File: src/bfra_pkg.sv
`timescale 1ns / 1ps
package bfra_pkg;

  localparam int unsigned HeapSlots = 256;

  localparam logic [1:0] REQ_ALLOC   = 2'd0;
  localparam logic [1:0] REQ_FREE    = 2'd1;
  localparam logic [1:0] REQ_RELEASE = 2'd2;

  localparam logic [2:0] ST_OK       = 3'd0;
  localparam logic [2:0] ST_NO_TOTAL = 3'd1;
  localparam logic [2:0] ST_NO_FIT   = 3'd2;
  localparam logic [2:0] ST_Q_FULL   = 3'd3;
  localparam logic [2:0] ST_BAD      = 3'd4;

  typedef struct packed {
    logic [7:0] start;
    logic [8:0] size;
  } span_t;

  typedef struct packed {
    logic [7:0]  start;
    logic [8:0]  size;
    logic [47:0] frame;
  } stale_t;

  // controller to datapath
  typedef struct packed {
    logic       latch_req;
    logic       set_status;
    logic [2:0] status;
    logic       q_push;
    logic       q_read;
    logic       q_pop;
    logic       scan_clear;
    logic       scan_rd;
    logic       alloc_apply;
    logic       ret_apply;
    logic       load_out;
  } cmd_t;

  // datapath to controller
  typedef struct packed {
    logic [1:0] req_type;
    logic       cnt_zero;
    logic       cnt_gt_total;
    logic       free_bad;
    logic       q_full;
    logic       q_empty;
    logic       frame_gt;
    logic       scan_last;
    logic       best_found;
  } stat_t;

endpackage

File: src/bfra_ctrl.sv
`timescale 1ns / 1ps
module bfra_ctrl (
  input  logic            clk_i,
  input  logic            rst_ni,
  input  logic            in_valid_i,
  output logic            in_ready_o,
  output logic            out_valid_o,
  input  logic            out_ready_i,
  input  bfra_pkg::stat_t stat_i,
  output bfra_pkg::cmd_t  cmd_o
);
  import bfra_pkg::*;

  typedef enum logic [2:0] {
    S_IDLE, S_DECODE, S_REL_CHK, S_REL_HEAD, S_SCAN, S_DRAIN, S_APPLY, S_DONE
  } state_e;

  state_e state_q, state_d;
  logic   is_alloc_q, is_alloc_d;
  logic   out_valid_q, out_valid_d;

  always_comb begin
    state_d     = state_q;
    is_alloc_d  = is_alloc_q;
    out_valid_d = out_valid_q;
    cmd_o       = '0;
    if (out_valid_q && out_ready_i) begin
      out_valid_d = 1'b0;
    end
    case (state_q)
      S_IDLE: begin
        if (in_valid_i) begin
          cmd_o.latch_req = 1'b1;
          state_d = S_DECODE;
        end
      end
      S_DECODE: begin
        state_d = S_DONE;
        case (stat_i.req_type)
          REQ_ALLOC: begin
            if (stat_i.cnt_zero) begin
              cmd_o.set_status = 1'b1;
              cmd_o.status     = ST_BAD;
            end else if (stat_i.cnt_gt_total) begin
              cmd_o.set_status = 1'b1;
              cmd_o.status     = ST_NO_TOTAL;
            end else begin
              cmd_o.scan_clear = 1'b1;
              is_alloc_d = 1'b1;
              state_d = S_SCAN;
            end
          end
          REQ_FREE: begin
            if (stat_i.free_bad) begin
              cmd_o.set_status = 1'b1;
              cmd_o.status     = ST_BAD;
            end else if (stat_i.q_full) begin
              cmd_o.set_status = 1'b1;
              cmd_o.status     = ST_Q_FULL;
            end else begin
              cmd_o.q_push = 1'b1;
            end
          end
          REQ_RELEASE: begin
            state_d = S_REL_CHK;
          end
          default: begin
            state_d = S_DONE;
          end
        endcase
      end
      S_REL_CHK: begin
        if (stat_i.q_empty) begin
          state_d = S_DONE;
        end else begin
          cmd_o.q_read = 1'b1;
          state_d = S_REL_HEAD;
        end
      end
      S_REL_HEAD: begin
        if (stat_i.frame_gt) begin
          state_d = S_DONE;
        end else begin
          cmd_o.scan_clear = 1'b1;
          is_alloc_d = 1'b0;
          state_d = S_SCAN;
        end
      end
      S_SCAN: begin
        cmd_o.scan_rd = 1'b1;
        if (stat_i.scan_last) begin
          state_d = S_DRAIN;
        end
      end
      S_DRAIN: begin
        state_d = S_APPLY;
      end
      S_APPLY: begin
        if (is_alloc_q) begin
          cmd_o.alloc_apply = 1'b1;
          state_d = S_DONE;
        end else begin
          cmd_o.ret_apply = 1'b1;
          cmd_o.q_pop     = 1'b1;
          state_d = S_REL_CHK;
        end
      end
      S_DONE: begin
        if (!out_valid_q || out_ready_i) begin
          cmd_o.load_out = 1'b1;
          out_valid_d = 1'b1;
          state_d = S_IDLE;
        end
      end
      default: begin
        state_d = S_IDLE;
      end
    endcase
  end

  always_ff @(posedge clk_i or negedge rst_ni) begin
    if (!rst_ni) begin
      state_q     <= S_IDLE;
      is_alloc_q  <= 1'b0;
      out_valid_q <= 1'b0;
    end else begin
      state_q     <= state_d;
      is_alloc_q  <= is_alloc_d;
      out_valid_q <= out_valid_d;
    end
  end

  assign in_ready_o  = (state_q == S_IDLE);
  assign out_valid_o = out_valid_q;

endmodule

File: config.mk
export PLATFORM = sky130hd
export DESIGN_NAME = bfra_ctrl
export DESIGN_NICKNAME = d
export VERILOG_FILES = /design/src/bfra_pkg.sv /design/src/bfra_ctrl.sv
export SDC_FILE = /design/constraint.sdc
export NUM_CORES = 1
export LEC_CHECK = 0
export BUFFER_PORTS_ARGS = -buffer_cell sky130_fd_sc_hd__buf_2
export CAP_MARGIN = 10
export CORE_UTILIZATION = 37
export CTS_CLUSTER_SIZE = 40
export DETAILED_ROUTE_END_ITERATION = 7
export PLACE_DENSITY = 0.74
export SLEW_MARGIN = 20
export SYNTH_ARGS = -nofsm -noshare
export SYNTH_HDL_FRONTEND = slang
export SYNTH_SLANG_ARGS = --single-unit
File: constraint.sdc
create_clock -name clk_i -period 1.4 [get_ports clk_i]
set_input_delay 0.21 -clock clk_i [delete_from_list [all_inputs] [get_ports clk_i]]
set_output_delay 0.21 -clock clk_i [all_outputs]
set_load 0.03 [all_outputs]
==> results of run 1 <==
-- kinds of logic after synthesis --
logic type	after synthesis	synth area share, %
multiplexers	2	4.326
AND/OR/NAND/NOR	36	39.70
flip-flops	5	25.45
buffers and inverters	8	8.905
AO/OA/AOI/OAI	16	21.63
-- Yosys cell counts --
master      n  area, µm²
a21oi_1     2      10.01
mux2i_1     1      10.01
a211oi_1    2      15.01
nor2b_1     2      12.51
nor3b_1     3      22.52
nor4b_1     1      8.760
mux2_2      1      11.26
a31oi_1     2      12.51
or4_1       2      15.01
nor3_1      4      20.02
nand2b_1    3      18.77
nand3_1     1      5.000
or3_1       1      6.260
dfrtp_1     5      125.1
buf_2       2      10.01
a2bb2oi_1   1      8.760
nand2_1     4      15.01
o21a_1      1      7.510
nor4_1      1      6.260
o21ai_0     4      20.02
a221oi_1    1      8.760
inv_1       3      11.26
and2_1      1      6.260
clkbuf_1    1      3.750
and3b_1     1      8.760
a21o_1      1      7.510
nor2_1     10      37.54
buf_6       1      11.26
buf_4       1      7.510
o22ai_1     1      6.260
and3_1      2      12.51
o21ba_2     1      10.01
-- through the flow --
step / cells / hold slack, ns / cell area (µm²) / utilization [%]
2_1_floorplan: 67 / -0.08559 / 600.6 / -
3_3_place_gp: 118 / 0.02644 / 810.8 / 69.23
3_5_place_dp: 118 / 0.02876 / 810.8 / 69.23
4_1_cts: 128 / 0.2278 / 1037 / 88.57
-- repair_timing --
item / CTS
hold buffers: 1
gates resized for setup: 46
gates cloned: 0
setup buffers: 6
setup endpoints to repair: 15
pin swaps: 5
hold endpoints to repair: 5
==> qor.csv, run 1 <==
stage,metric,value,unit
outcome,outcome,aborted with a tool error,
outcome,Stopped at,global routing (5_1_grt),
outcome,Error,[ERROR DPL-0033] detailed placement checks failed during check placement.,
cts,clk buf depth,2,
place,pre-CTS setup slack,-0.2047,ns
floorplan,Die Y,38.46,µm
cts,H-tree Lvls,1,
floorplan,row count,12,
floorplan,I/O Pins,29,
grt,largest net degree at the start of global routing,8,
logic_synthesis,Syn Nets,81,
logic_synthesis,Post-Syn Area,491.7,µm²
grt,initial antenna violation count,0,
floorplan,Initial Utilization,41.99,%
logic_synthesis,"FF+latch count, synth",5,
logic_synthesis,Mean Syn Cell Area,7.339,µm²
cts,CTS Sinks,5,
logic_synthesis,synth warn,0,
place,Port Buffers,27,
cts,CTS root buf,clkbuf_4,
logic_synthesis,Synth Instances,67,
floorplan,Die Wd,38.46,µm
logic_synthesis,Unique masters post-synth,32,
cts,CTS buffer count,3,
place,GP Congestion,0.8132,
sta,Worst EP Category,primary output,
sta,worst setup endpoint GRT,cmd_o[11],
place,Post-DP HPWL,1150,µm
logic_synthesis,post-synthesis sequential area ratio,25.45,%
==> run 2, diff against run 1 <==
- CORE_AREA: unset -> 2 2 63 65
- CORE_UTILIZATION: 37 -> unset
- CTS_CLUSTER_SIZE: 40 -> unset
- DIE_AREA: unset -> 0 0 65 67
- PLACE_DENSITY: 0.74 -> unset
- PLACE_DENSITY_LB_ADDON: unset -> 0.15
- clock period: 1.4 -> 1.8 ns (I/O delays scaled with it)
==> run 2 against run 1 <==
  * Area after synthesis unchanged
  * The run now ends clean
  * Synthesized cell count unchanged
==> qor.csv, run 2 <==
stage,metric,value,unit,change
worst_setup_path,Crit path arrival time,1.47,ns,
pwr,Peak supply drop,0.2954,mV,
cells_and_area,Layout area overhead,70.99,%,
logic_synthesis,Unique masters post-synth,32,,unchanged
worst_setup_path,Worst R2R End,state_q[2],,
cells_and_area,Non-Filler Instances,152,,
worst_setup_path,CP cell instances,"nand2b_4, or3_4, nor3b_2, buf_4",,
pwr,power per cell area,1453,mW/mm²,
place,Post-DP HPWL,1259,µm,was 1150 µm
worst_setup_path,reg2reg start,state_q[2],,
logic_synthesis,ranking of synthesized cells by area,"dfrtp_1 (25%), nor2_1 (7.6%), nor3b_1 (4.6%), nor3_1 (4.1%), o21ai_0 (4.1%)",,unchanged
logic_synthesis,Mean Syn Cell Area,7.339,µm²,unchanged
cells_and_area,share of layout cells above drive strength 1,50.00,%,
sta,Final WS setup,0.06345,ns,
routing,routed length per instance,10.14,µm,
cells_and_area,"commonest non-fill, non-tap cell in the layout",buf_2,,
cells_and_area,multi-input logic area,367.9,µm²,
pwr,Clk network pwr share,17.1,%,
logic_synthesis,Post-synth ARST share,100.0,%,unchanged
grt,initial antenna violation count,0,,
min_path,hold_sp,in_valid_i,,
cells_and_area,most frequent cells in the layout,"buf_2 (23), buf_4 (13), nor2_1 (9)",,
cts,CTS buffer count,3,,unchanged
grt,largest net degree at the start of global routing,12,,
grt,first-pass GRT wire length,2539,µm,
worst_setup_path,critical path endpoint category,output pin,,
floorplan,Die ar.,0.004355,mm²,
pwr,Final Power,1222,µW,
worst_setup_path,Crit-path slowest cell,dfrtp_1,,
worst_setup_path,CP top delay family,simple AND/OR/NAND/NOR gates,,
min_path,hold path depth,3,,
cts,worst skew pair latency,0.22,ns,
floorplan,row count,22,,was 12
cts,clk buf depth,2,,unchanged
floorplan,core footprint,0.003606,mm²,
worst_setup_path,Critical Path Start Type,flip-flop,,
logic_synthesis,Syn Nets,81,,unchanged
sta,Slew headroom,82.82,%,
floorplan,Initial Utilization,13.64,%,was 41.99%
floorplan,Die Wd,65,µm,was 38.46 µm
grt,number of global-route vias before repair,605,,
logic_synthesis,commonest cells in the netlist,"nor2_1 (10), dfrtp_1 (5), nand2_1 (4), nor3_1 (4), o21ai_0 (4)",,unchanged
place,pre-CTS setup slack,0.01702,ns,was -0.2047 ns
cells_and_area,Final nets,119,,
routing,post-route ant nets,0,,
place,DP Cell Count,146,,was 118
place,Port Buffers,27,,unchanged
cts,"Reg clk slew, reported paths",0.04,ns,
floorplan,I/O Pins,29,,unchanged
worst_setup_path,WP buf/inv,1,,
worst_setup_path,WP data required,1.53,ns,
cells_and_area,Largest register FFs,3,,
routing,Initial DRT Pass Iterations,4,,
logic_synthesis,Synth area leader,dfrtp_1,,unchanged
sta,fin crit share,96.48,%,
cts,H-tree Lvls,1,,unchanged
pwr,Int Pwr,656.0,µW,
sta,min cycle time layout,1.737,ns,
worst_setup_path,flop2flop setup slack,0.23,ns,
pwr,static leakage,0.0004030,µW,
pwr,NetSw,565.6,µW,
pwr,Flop pwr share,18.2,%,
sta,RSZ-0062 raised after global routing,no,,
logic_synthesis,"count leader, synth",nor2_1,,unchanged
outcome,outcome,"complete, no violations",,was aborted with a tool error
worst_setup_path,worst reg-to-reg path cell count,5,,
cells_and_area,largest reg by FF count,state_q,,
grt,grt ovf,0,,
pwr,Net Sw Frac,46.30,%,
floorplan,Die Y,67,µm,was 38.46 µm
worst_setup_path,crit path launch,state_q[2],,
logic_synthesis,Post-Syn Area,491.7,µm²,unchanged
worst_setup_path,critical path peak fanout,5,,
sta,Max Clock Freq,0.5759,GHz,
cells_and_area,ANT cells,0,,
worst_setup_path,crit-path max cell delay,0.37,ns,
sta,Finish-stage setup viols,0,,
grt,total track usage,7.591,%,
cts,CTS tree,done,,
flow_run,max cap viols,0,,
min_path,Hold Path Class,primary input to flip-flop,,
logic_synthesis,post-synthesis sequential area ratio,25.45,%,unchanged
logic_synthesis,"FF+latch count, synth",5,,unchanged
routing,vias post-DR,612,,
logic_synthesis,Synth Instances,67,,unchanged
worst_setup_path,CP Class,flip-flop to output pin,,
place,GP Congestion,0.6955,,was 0.8132
cells_and_area,Reg area,126.4,µm²,
routing,Routed WL,1541,µm,
sta,Max Slew Vio Count,0,,
sta,Hold Fails Final Rpt,0,,
cts,CTS root buf,clkbuf_8,,was clkbuf_4
min_path,Hold Path End,state_q[0],,
logic_synthesis,number of synthesized flops with an enable pin,0,,unchanged
routing,DRC errors left,0,,
sta,worst-margin pin slew,0.2553,ns,
routing,vias per inst,4.026,,
routing,initial DRC count,11,,
cts,CTS Sinks,5,,unchanged
logic_synthesis,Main synth FF type,dfrtp_1,,unchanged
logic_synthesis,Yosys top cell area share,25.45,%,unchanged
pwr,Comb pwr share,64.7,%,
cells_and_area,FILL cells,391,,
logic_synthesis,synth warn,0,,unchanged
sta,Worst Clk Skew,0.001267,ns,
## run 2: cell counts after synthesis
No cell type changed its count.
## run 2: routing by layer
layer	up-vias	global-route usage (%)	share of wire, %
li1	317	-	-
met3	2	1.182	3.8
met1	278	9.293	47
met4	0	4.787	0.78
met5	-	0	0
met2	15	12.37	49
## run 2: worst max path at each step
stage	cells after the start	slack, ns	to
after floorplan	4	-0.07	cmd_o[11]
after global placement	5	0.04	cmd_o[4]
after detailed placement	5	0.02	cmd_o[4]
after CTS	5	0.005	cmd_o[12]
after global routing	5	0.002	cmd_o[12]
final	4	0.06	cmd_o[7]
## run 2: layout make-up
type / instances / area share, %
tap: 48 / 7.143
sequential: 5 / 15.03
clock buffer: 4 / 5.357
timing repair buffer: 38 / 27.38
multi-input combinational: 54 / 43.75
inverter: 3 / 1.339
## run 2: logic make-up (layout without fill, tap and decap cells)
family / Yosys count / in the layout / share of synthesized area, %
and+or+nand+nor: 36 / 36 / 39.70
muxes: 2 / 2 / 4.326
DFF: 5 / 5 / 25.45
AOI/OAI and AO/OA: 16 / 16 / 21.63
buffers and inverters: 8 / 45 / 8.905
## run 2: timing repair
action / CTS / global route
buffers inserted: 0 / 1
endpoints found under the hold margin: 5 / 0
gates resized for setup: 2 / 10
pin swaps: 0 / 1
hold buffers: 1 / 0
endpoints found under the setup margin: 4 / 5
## run 2: power groups by stage
stage / clock network [µW] / logic (µW) / registers, µW
6_report: 209 / 791 / 222
4_1_cts: 216 / 753 / 229
3_3_place_gp: 0 / 753 / 228
3_5_place_dp: 0 / 748 / 225
2_1_floorplan: 0 / 522 / 228
5_1_grt: 223 / 870 / 232
## run 2: through the flow
step	TNS, ns	instance area [µm²]	utilization (%)	hold WS [ns]
final	0	840.8	23.32	0.3288
after global routing	0	840.8	23.32	0.3346
after CTS	0	809.5	22.45	0.3271
after detailed placement	0	748.2	20.75	0.09261
after global placement	0	748.2	20.75	0.09374
after floorplan	-0.3110	518.0	-	-0.02559
## run 2: worst register-to-register path: cells and delay by family, from the launching register on
kind,cells,cell delay (ns)
AND/OR/NAND/NOR,2,0.73
AO/OA/AOI/OAI,2,0.23
flip-flops,1,0.37
buffers and inverters,1,0.18
Note: power is estimated with default switching activity, not from simulation.
==> run 3, diff against run 2 <==
- PLACE_DENSITY_LB_ADDON: 0.15 -> unset
- REMOVE_ABC_BUFFERS: unset -> 1
==> run 3 against run 2 <==
  * The flow now finishes with violations (setup timing)
  * Clock skew rose by 0.00080 ns
  * Sequential share of layout area rose by 0.40 points
  * Final cell count fell by 0.66%
  * Maximum frequency fell by 4.2%
  * Non-clock buffer count fell by 1
  * Wire length rose by 0.97%
  * Count of clock-buffer cells in the layout did not move
  * Critical endpoint unchanged
  * Largest cell class unchanged
==> qor.csv, run 3 (synthesis results as in run 2) <==
stage,metric,value,unit,change
outcome,outcome,"complete, but fails checks",,"was complete, no violations"
outcome,failing checks,setup timing,,
cells_and_area,"commonest non-fill, non-tap cell in the layout",buf_2,,unchanged
sta,Final WS setup,-0.01276,ns,was 0.06345 ns
cells_and_area,share of layout cells above drive strength 1,43.69,%,was 50.00%
routing,vias per inst,3.980,,was 4.026
place,Post-DP HPWL,1149,µm,was 1259 µm
worst_setup_path,WP data required,1.53,ns,about the same
floorplan,I/O Pins,29,,unchanged
routing,post-route ant nets,0,,unchanged
worst_setup_path,Crit path arrival time,1.54,ns,was 1.47 ns
grt,grt ovf,0,,unchanged
cells_and_area,design area,810.8,µm²,was 840.8 µm²
cells_and_area,largest reg by FF count,state_q,,unchanged
cts,H-tree Lvls,1,,unchanged
cells_and_area,FILL cells,403,,was 391
cts,CTS tree,done,,unchanged
sta,Slew headroom,79.51,%,was 82.82%
routing,initial DRC count,7,,was 11
cts,CTS buffer count,3,,unchanged
worst_setup_path,Critical Path Start Type,flip-flop,,unchanged
routing,routed length per instance,10.30,µm,was 10.14 µm
sta,min cycle time layout,1.813,ns,was 1.737 ns
cells_and_area,Non-Filler Instances,151,,was 152
sta,Max Slew Vio Count,0,,unchanged
routing,vias post-DR,601,,was 612
floorplan,Die ar.,0.004355,mm²,unchanged
cts,postcts setup bufs,0,,unchanged
place,Port Buffers,27,,unchanged
floorplan,core footprint,0.003606,mm²,unchanged
cells_and_area,most frequent cells in the layout,"buf_2 (23), buf_4 (13), nor2_1 (10), dfrtp_1 (5)",,"was buf_2 (23), buf_4 (13), nor2_1 (9)"
routing,Initial DRT Pass Iterations,4,,unchanged
flow_run,max cap viols,0,,unchanged
sta,Max Clock Freq,0.5516,GHz,was 0.5759 GHz
routing,DRC errors left,0,,unchanged
sta,fin crit share,100.7,%,was 96.48%
worst_setup_path,critical path peak fanout,5,,unchanged
pwr,Peak supply drop,0.4210,mV,was 0.2954 mV
pwr,power per cell area,1456,mW/mm²,was 1453 mW/mm²
sta,Hold Worst Slack,0.3144,ns,was 0.3288 ns
grt,largest net degree at the start of global routing,12,,unchanged
cells_and_area,Layout area overhead,64.89,%,was 70.99%
sta,Finish-stage setup viols,2,,was 0
min_path,Hold Path Class,primary input to flip-flop,,unchanged
cts,CTS root buf,clkbuf_8,,unchanged
place,placed cell area,721.9,µm²,was 748.2 µm²
cts,CTS Sinks,5,,unchanged
pwr,static leakage,0.0003961,µW,was 0.0004030 µW
sta,worst-margin pin slew,0.3046,ns,was 0.2553 ns
cells_and_area,ANT cells,0,,unchanged
worst_setup_path,CP Class,flip-flop to output pin,,unchanged
routing,Routed WL,1556,µm,was 1541 µm
sta,RSZ-0062 raised after global routing,yes,,was no
grt,first-pass GRT wire length,2339,µm,was 2539 µm
cells_and_area,Final nets,118,,was 119
floorplan,Die Wd,65,µm,unchanged
place,DP Cell Count,146,,unchanged
place,GP Congestion,0.7794,,was 0.6955
grt,initial antenna violation count,0,,unchanged
floorplan,Die Y,67,µm,unchanged
cts,"Reg clk slew, reported paths",0.04,ns,about the same
cells_and_area,utilization after layout,22.48,%,was 23.32%
sta,Worst Clk Skew,0.002065,ns,was 0.001267 ns
cts,worst skew pair latency,0.22,ns,about the same
grt,total track usage,7.059,%,was 7.591%
cells_and_area,Largest register FFs,3,,unchanged
floorplan,row count,22,,unchanged
cts,clk buf depth,2,,unchanged
sta,Hold Fails Final Rpt,0,,unchanged
worst_setup_path,critical path endpoint category,output pin,,unchanged
floorplan,Initial Utilization,13.64,%,unchanged
grt,number of global-route vias before repair,515,,was 605
-- run 3: changes by cell type in the layout (fill, tap and decap cells not counted) --
cell      before  now
nor3b_1        1    3
nor3b_2        2    0
clkbuf_4       1    0
dfrtp_1        4    5
dfrtp_2        1    0
nor2_1         9   10
nor2_2         1    0
nor3_1         3    4
nor3_2         1    0
or4_1          1    2
or4_4          1    0
-- run 3: metal layers --
metal / track usage, % / wire length [µm] / vias up
li1: - / - / 311
met1: 9.707 / 735 / 266
met2: 9.536 / 700 / 24
met3: 2.703 / 119 / 0
met4: 3.191 / 0 / 0
met5: 0 / 0 / -
-- run 3: cell type report --
cell class                      instances  area, µm²  share of cell area [%]
Timing Repair Buffer                   37      222.7                   27.47
Inverter                                3      11.26                   1.389
Tap cell                               48      60.06                   7.407
Clock buffer                            4      45.04                   5.556
Multi-Input combinational cell         54      346.6                   42.75
Sequential cell                         5      125.1                   15.43
-- run 3: where the power goes --
group	total, µW	internal (µW)	leakage [µW]	switching, µW
clock	208	152	0.0000228	55.8
combinational	758	317	0.000318	441
sequential	215	167	0.0000549	47.3
total	1180	636	0.000396	544
-- run 3: worst max-delay path, stage by stage, from the launching register on --
cell	delay (ns)
dfrtp_1	0.36
nand2b_4	0.14
or3_4	0.40
nor3b_1	0.21
buf_4	0.20
-- run 3: repair_timing --
action | CTS | global route
gates resized for setup | 3 | 6
pin swaps | 0 | 1
hold buffers | 1 | 0
endpoints found under the hold margin | 5 | 0
setup endpoints to repair | 3 | 5
-- run 3: worst paths after layout --
kind / startpoint / end / slack (ns) / depth (start not counted)
max in group asynchronous: rst_ni / state_q[1] / 1.28 / 2
setup reg to reg: state_q[0] / state_q[2] / 0.21 / 5
hold / removal: in_valid_i / state_q[0] / 0.31 / 3
setup / recovery: state_q[2] / cmd_o[7] / -0.01 / 4
hold reg to reg: out_valid_o / out_valid_o / 0.54 / 2
min in group asynchronous: rst_ni / out_valid_o / 0.39 / 2
-- run 3: metrics by stage --
stage	setup WS [ns]	TNS [ns]	power, µW
floorplan	-0.4202	-1.580	681.6
global placement	0.06825	0	941.0
detailed placement	0.07158	0	943.3
CTS	0.003029	0	1166
global route	-0.09193	-0.1688	1286
finish	-0.01276	-0.01967	1181
